**config.mk**
```make
export PLATFORM = sky130hd
export DESIGN_NAME = sprite_sheet_frame_stepper
export DESIGN_NICKNAME = d
export VERILOG_FILES = /design/src/rtl/ssfs_pkg.sv /design/src/rtl/sprite_sheet_frame_stepper.sv /design/src/rtl/ssfs_cfg.sv /design/src/rtl/ssfs_div.sv
export SDC_FILE = /design/constraint.sdc
export NUM_CORES = 1
export LEC_CHECK = 0
export ABC_AREA = 1
export BUFFER_PORTS_ARGS = -buffer_cell sky130_fd_sc_hd__buf_2
export CORE_ASPECT_RATIO = 1.4
export CORE_MARGIN = 8
export CORE_UTILIZATION = 35
export CTS_BUF_LIST = sky130_fd_sc_hd__clkbuf_4
export CTS_CLUSTER_DIAMETER = 60
export DETAILED_ROUTE_END_ITERATION = 10
export PLACE_DENSITY = 0.61
export SLEW_MARGIN = 20
export SYNTH_ARGS = -nofsm -noshare
export SYNTH_HDL_FRONTEND = slang
export SYNTH_SLANG_ARGS = --single-unit
```
**constraint.sdc**
```tcl
create_clock -name clk_i -period 6.77 [get_ports clk_i]
set_input_delay 2.031 -clock clk_i [delete_from_list [all_inputs] [get_ports clk_i]]
set_output_delay 2.031 -clock clk_i [all_outputs]
set_load 0.03 [all_outputs]
```
**src/rtl/ssfs_pkg.sv**
```systemverilog
// ----------------------------------------------------------------------------
// ssfs_pkg
// Shared types and constants for the sprite sheet frame stepper.
// ----------------------------------------------------------------------------
package ssfs_pkg;

  localparam int unsigned FrameW  = 7;
  localparam int unsigned TimeW   = 24;
  localparam int unsigned TexW    = 14;
  localparam int unsigned PosW    = 13;
  localparam int unsigned MaskW   = 64;
  localparam int unsigned CfgIdxW = 3;
  localparam int unsigned CfgDatW = 64;
  localparam int unsigned StepW   = 4;

  localparam logic [PosW-1:0]  PosMax      = '1;
  localparam logic [StepW-1:0] StepsWide   = 4'd14;
  localparam logic [StepW-1:0] StepsNarrow = 4'd7;

  // register reset values
  localparam logic [FrameW-1:0] RstTotalFrames = 7'd1;
  localparam logic [TimeW-1:0]  RstFrameTime   = 24'd100000;
  localparam logic              RstLoopEnable  = 1'b1;
  localparam logic [FrameW-1:0] RstSheetCols   = 7'd1;
  localparam logic [FrameW-1:0] RstSheetRows   = 7'd1;
  localparam logic [TexW-1:0]   RstTexWidth    = 14'd1;
  localparam logic [TexW-1:0]   RstTexHeight   = 14'd1;

  typedef enum logic [CfgIdxW-1:0] {
    REG_TOTAL_FRAMES   = 3'd0,
    REG_FRAME_TIME     = 3'd1,
    REG_LOOP_ENABLE    = 3'd2,
    REG_SHEET_COLUMNS  = 3'd3,
    REG_SHEET_ROWS     = 3'd4,
    REG_TEXTURE_WIDTH  = 3'd5,
    REG_TEXTURE_HEIGHT = 3'd6,
    REG_EVENT_MASK     = 3'd7
  } cfg_reg_e;

  typedef struct packed {
    logic [FrameW-1:0] total_frames;
    logic [TimeW-1:0]  frame_time;
    logic              loop_enable;
    logic [FrameW-1:0] sheet_columns;
    logic [FrameW-1:0] sheet_rows;
    logic [TexW-1:0]   texture_width;
    logic [TexW-1:0]   texture_height;
    logic [MaskW-1:0]  event_frame_mask;
  } cfg_t;

  typedef struct packed {
    logic              start;
    logic              wide;
    logic [TexW-1:0]   dividend;
    logic [FrameW-1:0] divisor;
  } div_cmd_t;

  typedef struct packed {
    logic              busy;
    logic              done;
    logic [TexW-1:0]   quot;
    logic [FrameW-1:0] rem;
  } div_res_t;

endpackage

```
**src/rtl/sprite_sheet_frame_stepper.sv**
```systemverilog
// ----------------------------------------------------------------------------
// sprite_sheet_frame_stepper
// Frame stepper for sprite sheet animation with cell rectangle recompute.
// ----------------------------------------------------------------------------
// sequence: a beat goes S_ACC, S_CHECK, S_DONE when the frame does not advance
//   or reaches the end without looping, skips S_CHECK with fewer than two frames,
//   and otherwise runs four divider jobs of 7, 14, 14 and 7 steps, then two multiplies
// throughput: one beat at a time; the next beat is taken the cycle after the
//   result enters the output register
// reset: registers take their documented defaults, state clears to zero
module sprite_sheet_frame_stepper import ssfs_pkg::*; #(
  parameter int unsigned MAX_FRAMES = 64
) (
  input  logic               clk_i,
  input  logic               rst_ni,
  input  logic               cfg_we_i,
  input  logic [CfgIdxW-1:0] cfg_index_i,
  input  logic [CfgDatW-1:0] cfg_wdata_i,
  input  logic               in_valid_i,
  output logic               in_ready_o,
  input  logic [TimeW-1:0]   elapsed_time_i,
  output logic               out_valid_o,
  input  logic               out_ready_i,
  output logic [PosW-1:0]    sprite_x_o,
  output logic [PosW-1:0]    sprite_y_o,
  output logic [TexW-1:0]    sprite_width_o,
  output logic [TexW-1:0]    sprite_height_o,
  output logic [FrameW-1:0]  frame_number_o,
  output logic               advanced_o,
  output logic               frame_event_o,
  output logic               animation_end_o
);

  localparam logic [FrameW-1:0] MaxFramesV = FrameW'(MAX_FRAMES);

  typedef enum logic [3:0] {
    S_IDLE,
    S_ACC,
    S_CHECK,
    S_DIV_NEXT,
    S_DIV_CW,
    S_DIV_CH,
    S_DIV_POS,
    S_MUL_X,
    S_MUL_Y,
    S_DONE
  } state_e;

  cfg_t     cfg;
  div_cmd_t div_cmd;
  div_res_t div_res;

  state_e            state_q;
  logic              div_wait_q;
  logic [TimeW-1:0]  elapsed_q;
  logic [TimeW-1:0]  acc_q;
  logic [FrameW-1:0] idx_q;
  logic [FrameW-1:0] col_q;
  logic [FrameW-1:0] row_q;
  logic [PosW-1:0]   rect_x_q;
  logic [PosW-1:0]   rect_y_q;
  logic [TexW-1:0]   rect_w_q;
  logic [TexW-1:0]   rect_h_q;
  logic              adv_q;
  logic              evt_q;
  logic              end_q;
  logic              out_valid_q;

  logic [FrameW-1:0]      total_eff;
  logic [FrameW-1:0]      cols_eff;
  logic [FrameW-1:0]      rows_eff;
  logic [FrameW-1:0]      idx_inc;
  logic [TimeW:0]         acc_sum;
  logic                   in_fire;
  logic                   out_free;
  logic [FrameW-1:0]      mul_a;
  logic [TexW-1:0]        mul_b;
  logic [FrameW+TexW-1:0] mul_p;
  logic [PosW-1:0]        mul_sat;

  ssfs_cfg u_cfg (
    .clk_i       (clk_i),
    .rst_ni      (rst_ni),
    .cfg_we_i    (cfg_we_i),
    .cfg_index_i (cfg_index_i),
    .cfg_wdata_i (cfg_wdata_i),
    .cfg_o       (cfg)
  );

  ssfs_div u_div (
    .clk_i  (clk_i),
    .rst_ni (rst_ni),
    .cmd_i  (div_cmd),
    .res_o  (div_res)
  );

  assign total_eff = (cfg.total_frames > MaxFramesV) ? MaxFramesV : cfg.total_frames;
  assign cols_eff  = (cfg.sheet_columns == '0) ? 7'd1 : cfg.sheet_columns;
  assign rows_eff  = (cfg.sheet_rows == '0) ? 7'd1 : cfg.sheet_rows;
  assign idx_inc   = idx_q + 7'd1;
  assign acc_sum   = {1'b0, acc_q} + {1'b0, elapsed_q};
  assign in_ready_o = (state_q == S_IDLE);
  assign in_fire    = in_valid_i && in_ready_o;
  assign out_free   = !out_valid_q || out_ready_i;

  // divider command follows the sequencer step
  always_comb begin
    div_cmd       = '0;
    div_cmd.start = !div_wait_q && ((state_q == S_DIV_NEXT) || (state_q == S_DIV_CW) ||
                                    (state_q == S_DIV_CH) || (state_q == S_DIV_POS));
    case (state_q)
      S_DIV_NEXT: begin
        div_cmd.dividend = {7'd0, idx_inc};
        div_cmd.divisor  = total_eff;
      end
      S_DIV_CW: begin
        div_cmd.wide     = 1'b1;
        div_cmd.dividend = cfg.texture_width;
        div_cmd.divisor  = cols_eff;
      end
      S_DIV_CH: begin
        div_cmd.wide     = 1'b1;
        div_cmd.dividend = cfg.texture_height;
        div_cmd.divisor  = rows_eff;
      end
      S_DIV_POS: begin
        div_cmd.dividend = {7'd0, idx_q};
        div_cmd.divisor  = cols_eff;
      end
      default: ;
    endcase
  end

  // one shared multiplier for the cell position
  always_comb begin
    mul_a = (state_q == S_MUL_Y) ? row_q : col_q;
    mul_b = (state_q == S_MUL_Y) ? rect_h_q : rect_w_q;
    mul_p = mul_a * mul_b;
    mul_sat = (mul_p > {8'd0, PosMax}) ? PosMax : mul_p[PosW-1:0];
  end

  always_ff @(posedge clk_i or negedge rst_ni) begin
    if (!rst_ni) begin
      state_q     <= S_IDLE;
      div_wait_q  <= 1'b0;
      acc_q       <= '0;
      idx_q       <= '0;
      rect_x_q    <= '0;
      rect_y_q    <= '0;
      rect_w_q    <= '0;
      rect_h_q    <= '0;
      adv_q       <= 1'b0;
      evt_q       <= 1'b0;
      end_q       <= 1'b0;
      out_valid_q <= 1'b0;
    end else begin
      if (state_q == S_DONE && out_free) begin
        out_valid_q <= 1'b1;
      end else if (out_ready_i) begin
        out_valid_q <= 1'b0;
      end
      if (div_cmd.start) begin
        div_wait_q <= 1'b1;
      end else if (div_res.done) begin
        div_wait_q <= 1'b0;
      end
      case (state_q)
        S_IDLE: begin
          if (in_fire) begin
            adv_q   <= 1'b0;
            evt_q   <= 1'b0;
            end_q   <= 1'b0;
            state_q <= S_ACC;
          end
        end
        S_ACC: begin
          if (total_eff > 7'd1) begin
            acc_q   <= acc_sum[TimeW] ? '1 : acc_sum[TimeW-1:0];
            state_q <= S_CHECK;
          end else begin
            state_q <= S_DONE;
          end
        end
        S_CHECK: begin
          if (acc_q < cfg.frame_time) begin
            state_q <= S_DONE;
          end else if (idx_inc >= total_eff && !cfg.loop_enable) begin
            // step to one past the last frame, then hold
            if (idx_inc == total_eff) begin
              idx_q <= idx_inc;
              adv_q <= 1'b1;
              end_q <= 1'b1;
            end
            state_q <= S_DONE;
          end else begin
            state_q <= S_DIV_NEXT;
          end
        end
        S_DIV_NEXT: begin
          if (div_res.done) begin
            idx_q   <= div_res.rem;
            adv_q   <= div_res.rem != idx_q;
            evt_q   <= (div_res.rem < MaxFramesV) && cfg.event_frame_mask[div_res.rem[5:0]];
            acc_q   <= '0;
            state_q <= S_DIV_CW;
          end
        end
        S_DIV_CW: begin
          if (div_res.done) begin
            rect_w_q <= div_res.quot;
            state_q  <= S_DIV_CH;
          end
        end
        S_DIV_CH: begin
          if (div_res.done) begin
            rect_h_q <= div_res.quot;
            state_q  <= S_DIV_POS;
          end
        end
        S_DIV_POS: begin
          if (div_res.done) begin
            row_q   <= div_res.quot[FrameW-1:0];
            col_q   <= div_res.rem;
            state_q <= S_MUL_X;
          end
        end
        S_MUL_X: begin
          rect_x_q <= mul_sat;
          state_q  <= S_MUL_Y;
        end
        S_MUL_Y: begin
          rect_y_q <= mul_sat;
          state_q  <= S_DONE;
        end
        S_DONE: begin
          if (out_free) begin
            state_q <= S_IDLE;
          end
        end
        default: state_q <= S_IDLE;
      endcase
    end
  end

  always_ff @(posedge clk_i) begin
    if (state_q == S_IDLE) begin
      elapsed_q <= elapsed_time_i;
    end
    if (state_q == S_DONE && out_free) begin
      sprite_x_o      <= rect_x_q;
      sprite_y_o      <= rect_y_q;
      sprite_width_o  <= rect_w_q;
      sprite_height_o <= rect_h_q;
      frame_number_o  <= idx_q;
      advanced_o      <= adv_q;
      frame_event_o   <= evt_q;
      animation_end_o <= end_q;
    end
  end

  assign out_valid_o = out_valid_q;

  a_idx_bound: assert property (@(posedge clk_i) disable iff (!rst_ni)
    idx_q <= MaxFramesV)
    else $error("frame index beyond frame count limit");

  a_end_is_advance: assert property (@(posedge clk_i) disable iff (!rst_ni)
    out_valid_o |-> !animation_end_o || advanced_o)
    else $error("end flag without advance");

  a_event_is_advance: assert property (@(posedge clk_i) disable iff (!rst_ni)
    out_valid_o |-> !frame_event_o || advanced_o)
    else $error("event flag without advance");

  a_div_only_in_div_states: assert property (@(posedge clk_i) disable iff (!rst_ni)
    div_res.busy |-> (state_q == S_DIV_NEXT) || (state_q == S_DIV_CW) ||
                     (state_q == S_DIV_CH) || (state_q == S_DIV_POS))
    else $error("divider running outside a divide step");

endmodule

```
**src/rtl/ssfs_cfg.sv**
```systemverilog
// ----------------------------------------------------------------------------
// ssfs_cfg
// Configuration register file, written through a plain write port.
// ----------------------------------------------------------------------------
module ssfs_cfg import ssfs_pkg::*; (
  input  logic               clk_i,
  input  logic               rst_ni,
  input  logic               cfg_we_i,
  input  logic [CfgIdxW-1:0] cfg_index_i,
  input  logic [CfgDatW-1:0] cfg_wdata_i,
  output cfg_t               cfg_o
);

  cfg_t cfg_q;

  always_ff @(posedge clk_i or negedge rst_ni) begin
    if (!rst_ni) begin
      cfg_q.total_frames     <= RstTotalFrames;
      cfg_q.frame_time       <= RstFrameTime;
      cfg_q.loop_enable      <= RstLoopEnable;
      cfg_q.sheet_columns    <= RstSheetCols;
      cfg_q.sheet_rows       <= RstSheetRows;
      cfg_q.texture_width    <= RstTexWidth;
      cfg_q.texture_height   <= RstTexHeight;
      cfg_q.event_frame_mask <= '0;
    end else if (cfg_we_i) begin
      case (cfg_reg_e'(cfg_index_i))
        REG_TOTAL_FRAMES:   cfg_q.total_frames     <= cfg_wdata_i[FrameW-1:0];
        REG_FRAME_TIME:     cfg_q.frame_time       <= cfg_wdata_i[TimeW-1:0];
        REG_LOOP_ENABLE:    cfg_q.loop_enable      <= cfg_wdata_i[0];
        REG_SHEET_COLUMNS:  cfg_q.sheet_columns    <= cfg_wdata_i[FrameW-1:0];
        REG_SHEET_ROWS:     cfg_q.sheet_rows       <= cfg_wdata_i[FrameW-1:0];
        REG_TEXTURE_WIDTH:  cfg_q.texture_width    <= cfg_wdata_i[TexW-1:0];
        REG_TEXTURE_HEIGHT: cfg_q.texture_height   <= cfg_wdata_i[TexW-1:0];
        REG_EVENT_MASK:     cfg_q.event_frame_mask <= cfg_wdata_i[MaskW-1:0];
        default: ;
      endcase
    end
  end

  assign cfg_o = cfg_q;

endmodule

```
**src/rtl/ssfs_div.sv**
```systemverilog
// ----------------------------------------------------------------------------
// ssfs_div
// Shared restoring divider, one quotient bit per cycle, 14 or 7 steps.
// ----------------------------------------------------------------------------
module ssfs_div import ssfs_pkg::*; (
  input  logic     clk_i,
  input  logic     rst_ni,
  input  div_cmd_t cmd_i,
  output div_res_t res_o
);

  logic              busy_q;
  logic              done_q;
  logic [StepW-1:0]  cnt_q;
  logic [TexW-1:0]   dvd_q;
  logic [FrameW-1:0] rem_q;
  logic [FrameW-1:0] dsr_q;

  logic [FrameW:0]   trial;
  logic [FrameW:0]   diff;
  logic              fits;

  assign trial = {rem_q, dvd_q[TexW-1]};
  assign fits  = trial >= {1'b0, dsr_q};
  assign diff  = trial - {1'b0, dsr_q};

  always_ff @(posedge clk_i or negedge rst_ni) begin
    if (!rst_ni) begin
      busy_q <= 1'b0;
      done_q <= 1'b0;
      cnt_q  <= '0;
    end else begin
      done_q <= 1'b0;
      if (cmd_i.start) begin
        busy_q <= 1'b1;
        cnt_q  <= cmd_i.wide ? StepsWide : StepsNarrow;
      end else if (busy_q) begin
        cnt_q <= cnt_q - 4'd1;
        if (cnt_q == 4'd1) begin
          busy_q <= 1'b0;
          done_q <= 1'b1;
        end
      end
    end
  end

  // narrow operands sit in the top half so the loop starts at their msb
  always_ff @(posedge clk_i) begin
    if (cmd_i.start) begin
      dvd_q <= cmd_i.wide ? cmd_i.dividend : {cmd_i.dividend[FrameW-1:0], 7'd0};
      rem_q <= '0;
      dsr_q <= cmd_i.divisor;
    end else if (busy_q) begin
      dvd_q <= {dvd_q[TexW-2:0], fits};
      rem_q <= fits ? diff[FrameW-1:0] : trial[FrameW-1:0];
    end
  end

  assign res_o.busy = busy_q;
  assign res_o.done = done_q;
  assign res_o.quot = dvd_q;
  assign res_o.rem  = rem_q;

  a_start_idle: assert property (@(posedge clk_i) disable iff (!rst_ni)
    cmd_i.start |-> !busy_q && !done_q)
    else $error("divider started while busy");

  a_rem_bound: assert property (@(posedge clk_i) disable iff (!rst_ni)
    done_q |-> (dsr_q == '0) || (rem_q < dsr_q))
    else $error("divider remainder not below divisor");

  a_done_after_busy: assert property (@(posedge clk_i) disable iff (!rst_ni)
    done_q |-> $past(busy_q))
    else $error("divider done without a running division");

endmodule
```
Word-level counts from Yosys, hierarchy flattened
Index checks and enable logic that the tools add are counted.
Word-level totals
  register bits after elaboration: 368
  output and inout port bits: 66
Cells by class
  add/subtract/negate cells: 4
  multipliers: 1
  $lt $le $gt $ge: 8
  eq/ne operators: 29
  muxes and demuxes: 55
  reductions and logical operators: 42
Operators with widths (count)
  one-hot mux 21 bit (4 select lines): 1
  2-to-1 mux 24 bit: 3
  2-to-1 mux 7 bit: 9
  2-to-1 mux 14 bit: 4
  2-to-1 mux 4 bit: 12
  one-hot mux 24 bit (2 select lines): 1
  one-hot mux 4 bit (10 select lines): 1
  adder 24 x 24 -> 25 bit: 1
  less-than comparator 24 bit: 1
  greater-than comparator 21 x 13 -> 1 bit, second input constant: 1
  multiplier 7 x 14 -> 21 bit: 1
  AND reduction 2 bit: 10
  2-to-1 mux 1 bit: 18
  == test 4 x 3 -> 1 bit, second input constant: 4
  zero test 7 bit: 2
  one-hot mux 7 bit (2 select lines): 1
  nonzero test 2 bit: 7
  2-to-1 mux 13 bit: 1
  == test 3 bit, second input constant: 4
  AND reduction 6 bit: 2
  != test 2 x 1 -> 1 bit, second input constant: 5
  != test 2 bit, second input constant: 5
  AND reduction 5 bit: 2
  AND reduction 3 bit: 3
  other kinds (26): 40

Depth between registers and ports, before layout
  word-level depth: 7
  depth in mapped cells: 35

Modules after synthesis
Synthesis repeated with hierarchy kept, for this count alone.
Second synthesis, totals
  cell total of the unflattened synthesis: 2560
  area, all modules: 21386.8 µm²
By module, submodules not included
  sprite_sheet_frame_stepper: instances 1, cells an instance 1736, area an instance 14128.6 µm², seq. area each 5415.2 µm²
  ssfs_cfg: instances 1, cells an instance 605, area an instance 5378.9 µm², seq. area each 3468.3 µm²
  ssfs_div: instances 1, cells an instance 219, area an instance 1879.3 µm², seq. area each 920.9 µm²

Worst setup path after synthesis
OpenSTA, ideal clock, no wires.
  kind: register to register
  start: register state_q[1]
  end: register rect_x_q[2]
  arrival: 5352 ps
  setup slack: 1301 ps
  cell stages (with the launch flop): 34
  period minus slack after synthesis: 5469 ps
  path through: dfrtp_1 > buf_2 > nor2_2 > nand2_2 > nor2_4 > inv_4 > buf_4 > nand2_1 > o21ai_2 > inv_1 > buf_2 > nor2_1 > fa_1 > inv_1 > fa_1 > inv_1 > fa_1 > inv_1 > fa_1 > inv_1 > ha_1 > nand2_1 > inv_1 > a21oi_2 > nor2_1 > nor2_1 > nand2_1 > nand2_1 > nand2_1 > nor2_2 > buf_4 > nand4_1 > nand2_1 > nand2_1
On the way
  word-level cells in the longest chain between the ends: 5
  elaborated cells on any way between the ends: 7
  classes of those cells: mul (1); order compare (1); eq/ne (2); mux (3)
Ends and longest elaborated chain
  from (decl): RTL line sprite_sheet_frame_stepper.sv:53  | state_e state_q;
  from (signal assigned): RTL line sprite_sheet_frame_stepper.sv:144  | state_q <= S_IDLE;
  from (signal assigned): RTL line sprite_sheet_frame_stepper.sv:173  | state_q <= S_ACC;
  from (signal assigned): RTL line sprite_sheet_frame_stepper.sv:179  | state_q <= S_CHECK;
  == test 4 bit: RTL line sprite_sheet_frame_stepper.sv:136, sprite_sheet_frame_stepper.sv:137
  2-to-1 mux 7 bit / 2-to-1 mux 14 bit (equally long branches): RTL line sprite_sheet_frame_stepper.sv:136, sprite_sheet_frame_stepper.sv:137
  multiplier 7 x 14 -> 21 bit: RTL line sprite_sheet_frame_stepper.sv:138  | mul_p = mul_a * mul_b;
  greater-than comparator 21 x 13 -> 1 bit: RTL line sprite_sheet_frame_stepper.sv:139  | mul_sat = (mul_p > {8'd0, PosMax}) ? PosMax : mul_p[PosW-1:0];
  2-to-1 mux 13 bit: RTL line sprite_sheet_frame_stepper.sv:139
  to (signal assigned): RTL line sprite_sheet_frame_stepper.sv:228  | rect_x_q <= mul_sat;
  to (decl): RTL line sprite_sheet_frame_stepper.sv:60  | logic [PosW-1:0] rect_x_q;
Several ways; a longest one is shown, not always the timed one.
A chain may end at the register's enable or synchronous reset.

Final worst setup path
  start: register state_q[0]
  end: register rect_y_q[2]
On the way
  word-level cells in the longest chain between the ends: 5
  elaborated cells on any way between the ends: 6
  classes of those cells: mul (1); order compare (1); eq/ne (1); mux (3)
Ends and longest elaborated chain
  == test 4 bit (*): RTL line sprite_sheet_frame_stepper.sv:136, sprite_sheet_frame_stepper.sv:137, sprite_sheet_frame_stepper.sv:167
  2-to-1 mux 7 bit / 2-to-1 mux 14 bit (equally long branches): RTL line sprite_sheet_frame_stepper.sv:136, sprite_sheet_frame_stepper.sv:137
  multiplier 7 x 14 -> 21 bit: RTL line sprite_sheet_frame_stepper.sv:138
  greater-than comparator 21 x 13 -> 1 bit: RTL line sprite_sheet_frame_stepper.sv:139
  2-to-1 mux 13 bit: RTL line sprite_sheet_frame_stepper.sv:139
  to (signal assigned): RTL line sprite_sheet_frame_stepper.sv:232  | rect_y_q <= mul_sat;
  to (decl): RTL line sprite_sheet_frame_stepper.sv:61  | logic [PosW-1:0] rect_y_q;
Every way passes the cells marked *; elsewhere a longest branch is shown, timed or not.

==> flow_summary.ini <==
[run_status]
run_status = completed

[logic_synthesis]
synthAdderAreaFrac_pct = 12.15
dominant_combinational_cell_family_by_area_after_synthesis = simple AND/OR/NAND/NOR gates
synthSimpleGateAreaFrac_pct = 17.65
synth-seq-cells = 368
synth_xor_xnor_area_share_pct = 1.399
number_of_cells_produced_by_synthesis = 2311
compound_gate_fraction_of_synth_area_pct = 11.72
async_reset_ff_share_pct = 64.67
ys_warn_count = 0
syn_area_um2 = 20670
synth_edf_count = 123
post_synth_mux_area_share_pct = 2.180
library_cells_used_by_synthesis = 58
yosys-top-cells-area = sky130_fd_sc_hd__dfrtp_1 27%, sky130_fd_sc_hd__edfxtp_1 18%, sky130_fd_sc_hd__nand2_1 9.8%
synth.yosys.seq_area_share_pct = 47.44
synthMostInstantiatedCell = sky130_fd_sc_hd__nand2_1
post-synth-top-area-cell = sky130_fd_sc_hd__dfrtp_1
synthDominantCellAreaShare_pct = 27.37
list_of_most_frequent_post_synthesis_cells = 539 x sky130_fd_sc_hd__nand2_1, 310 x sky130_fd_sc_hd__inv_1, 226 x sky130_fd_sc_hd__dfrtp_1, 203 x sky130_fd_sc_hd__o21ai_0, 190 x sky130_fd_sc_hd__nor2_1
synth_top_flop_cell = sky130_fd_sc_hd__dfrtp_1
synthesis.area_per_instance_um2 = 8.942
postSynthNetCount = 2571

[setup_path]
timing.critical_path.fanout_max = 55
cp_num_buf_inv = 5
worst_path_dominant_cell_family = adder cells
category_of_the_worst_setup_path_launch_point = flop
critPathKind = flop to flop
worstPathArrival_ns = 7.05
critical-path-max-stage-delay_ns = 0.57
setup.worst_path.start = state_q[0]
timing.critical_path.slowest_stage_cell = sky130_fd_sc_hd__fa_1
required_time_of_the_critical_path_ns = 7.48
regToRegStartpoint = state_q[0]
cell_occurring_most_often_along_the_worst_timing_path = sky130_fd_sc_hd__nand2_1
critical_path_sink_type = flop

[die]
die_w_um = 221.4
design.portCount = 162
die_h_um = 303.5
area_inside_the_core_boundary_um2 = 58460
floorplan.initialDensity_pct = 35.35
die_area_um2 = 67190
fp-row-count = 105

[worst_hold_path]
holdCritStartpoint = u_div.dvd_q[1]
worst_hold_path_type = flop to flop

[cells_and_area]
flow.area_growth_from_synthesis_pct = 13.70
finish.cell_count_without_fillers = 3342
finalCoreUtilization_pct = 40.19
num-nets-final = 2772
drive_above_1_share_pct = 17.75
final_cell_area_um2 = 23500

[pwr]
power.switching_fraction_pct = 44.44
net-switching-power_uw = 4444
power_density_nw_per_um2 = 425.6
portion_of_total_power_attributed_to_sequential_cells_pct = 34.7
clock_power_share_pct = 19.7
power.combinational.fraction_pct = 45.6
internal-power_uw = 5556
cellLeakagePower_uw = 0.01129
max-vdd-ir-drop_v = 0.0002235

[cts]
clkSinkCount = 368
clock_path_buffers = 3
cts.clk_slew.worst_paths_ns = 0.08
worstSkewPairLatency_ns = 0.87
post_cts_hold_buffer_count = 0
tritoncts_clock_tree = yes
cts.root.buffer_cell = sky130_fd_sc_hd__clkbuf_4
count_of_h_tree_levels_built_during_cts = 3
cts_post_setup_buffers_inserted = 0
cts_made_buffers = 94

[sta]
final_number_of_hold_violating_endpoints = 0
fin_crit_ns = 6.340
setup_total_negative_slack_ns = 0
rsz0062_at_grt = false
slew_headroom_pct = 37.09
setup_viol = 0
clock_skew_ns = 0.07241
worst_slew_pin_slew_ns = 0.9437
layout_worst_path_cycle_share_pct = 93.66
maxClockFrequency_mhz = 157.7
final-max-slew-violation-count = 0

[detailed_routing]
vias = 16640
drc = 0
routed_wire_length_per_instance_um = 17.62
totalWireLength_um = 58890
ant_nets = 0
routed_via_density = 4.980
dr.pass1.iters = 5
drtIter0Drc = 828

[placement]
finalWeightedCongestion = 0.8916
dpl-instance-area_um2 = 22220
placedCellCount = 3165
detailed_place_hpwl_um = 44670
io_buffer_count = 161

[global_route]
antenna_found_initial = 4
groute.usage.overall_pct = 17.64
grt.overflow.total = 0
grt_pass1_vias = 17450
first_pass_grt_wire_length_um = 94100
pin_count_of_the_biggest_net_entering_global_routing = 79

[flow_run]
max-cap-violations = 0
per-layer routing:
layer,vias to the layer above,GRT usage (%),wire (um)
met5,-,0,39
li1,8066,-,-
met1,7971,19.30,22900
met4,6,8.608,2389
met3,135,3.230,2882
met2,466,32.66,30670
cell families (layout without fill, tap and decap cells):
group | Yosys count | count (layout)
AND/OR/NAND/NOR | 881 | 881
other | 0 | 1
AO/OA/AOI/OAI | 431 | 431
XOR/XNOR | 33 | 33
adder cells (fa/ha/maj) | 164 | 164
buffers and inverters | 394 | 675
flip-flops | 368 | 368
multiplexers | 40 | 40
sequential cells by signal (all words and copies together), names as in the netlist, 14 cells and up:
| name | count |
|---|---|
| acc_q | 24 |
| sprite_width_o | 14 |
| rect_w_q | 14 |
| rect_h_q | 14 |
| elapsed_q | 24 |
| sprite_height_o | 14 |
| u_cfg.cfg_o | 138 |
| u_div.dvd_q | 14 |
cell type report:
type,instances,area (um^2)
Antenna cell,1,2.502
Clock buffer,150,1126
Clock inverter,26,137.6
Fill cell,5949,34960
Inverter,325,1227
Multi-Input combinational cell,1549,9349
Sequential cell,368,9804
Tap cell,749,937.1
Timing Repair Buffer,174,913.4
cell usage in the layout (no fill, tap or decap), types with 8 or more instances in the layout:
cell,netlist,layout
sky130_fd_sc_hd__clkbuf_4,0,150
sky130_fd_sc_hd__clkinv_2,0,8
sky130_fd_sc_hd__ha_1,103,103
sky130_fd_sc_hd__dfrtp_1,226,226
sky130_fd_sc_hd__inv_1,310,309
sky130_fd_sc_hd__xor2_1,19,19
sky130_fd_sc_hd__edfxtp_1,123,123
sky130_fd_sc_hd__nand3_1,69,69
sky130_fd_sc_hd__dfstp_2,12,12
sky130_fd_sc_hd__o221ai_1,11,11
sky130_fd_sc_hd__o211ai_1,20,20
sky130_fd_sc_hd__o21ai_0,203,203
sky130_fd_sc_hd__nor2_2,11,11
sky130_fd_sc_hd__a21oi_1,98,98
sky130_fd_sc_hd__nand2_1,539,539
sky130_fd_sc_hd__clkinv_1,1,12
sky130_fd_sc_hd__mux2_2,40,40
sky130_fd_sc_hd__nand4_1,29,29
sky130_fd_sc_hd__nor2_1,190,186
sky130_fd_sc_hd__xnor2_1,14,14
sky130_fd_sc_hd__buf_2,20,160
sky130_fd_sc_hd__o21bai_1,9,9
sky130_fd_sc_hd__o21ai_2,12,12
sky130_fd_sc_hd__inv_2,12,14
sky130_fd_sc_hd__o22ai_1,15,15
sky130_fd_sc_hd__buf_4,7,13
sky130_fd_sc_hd__fa_1,61,61
sky130_fd_sc_hd__o21ai_1,31,31
power groups by stage:
stage               Combinational (uW)  Clock, uW  Sequential, uW
global route                      5190       2160            3540
finish                            4560       1970            3470
detailed placement                4570          0            3520
floorplan                         3290          0            3410
CTS                               4590       2060            3480
global placement                  4480          0            3510
final timing paths:
kind                            slack [ns]               to  depth (start not counted)
max in group asynchronous             4.22     rect_w_q[10]                          2
worst min-delay path                  0.43         row_q[1]                          0
worst min register to register        0.43         row_q[1]                          0
worst max-delay path                  0.43      rect_y_q[2]                         26
min in group asynchronous             1.12  u_cfg.cfg_o[13]                          1
worst max register to register        0.43      rect_y_q[2]                         26
timing repair:
item / CTS / global route
endpoints found under the setup margin: 0 / 26
endpoints found under the hold margin: 0 / 0
gates resized for setup: 0 / 3
through the flow:
step	hold WS, ns	worst slack, ns	power, uW
4_1_cts	0.4341	0.2656	10130
6_report	0.4267	0.4295	10000
2_1_floorplan	0.4231	1.301	6693
5_1_grt	0.4639	0.002879	10890
3_5_place_dp	0.4309	0.3164	8092
3_3_place_gp	0.4309	0.4854	7985
(Power assumes the default switching activity.)
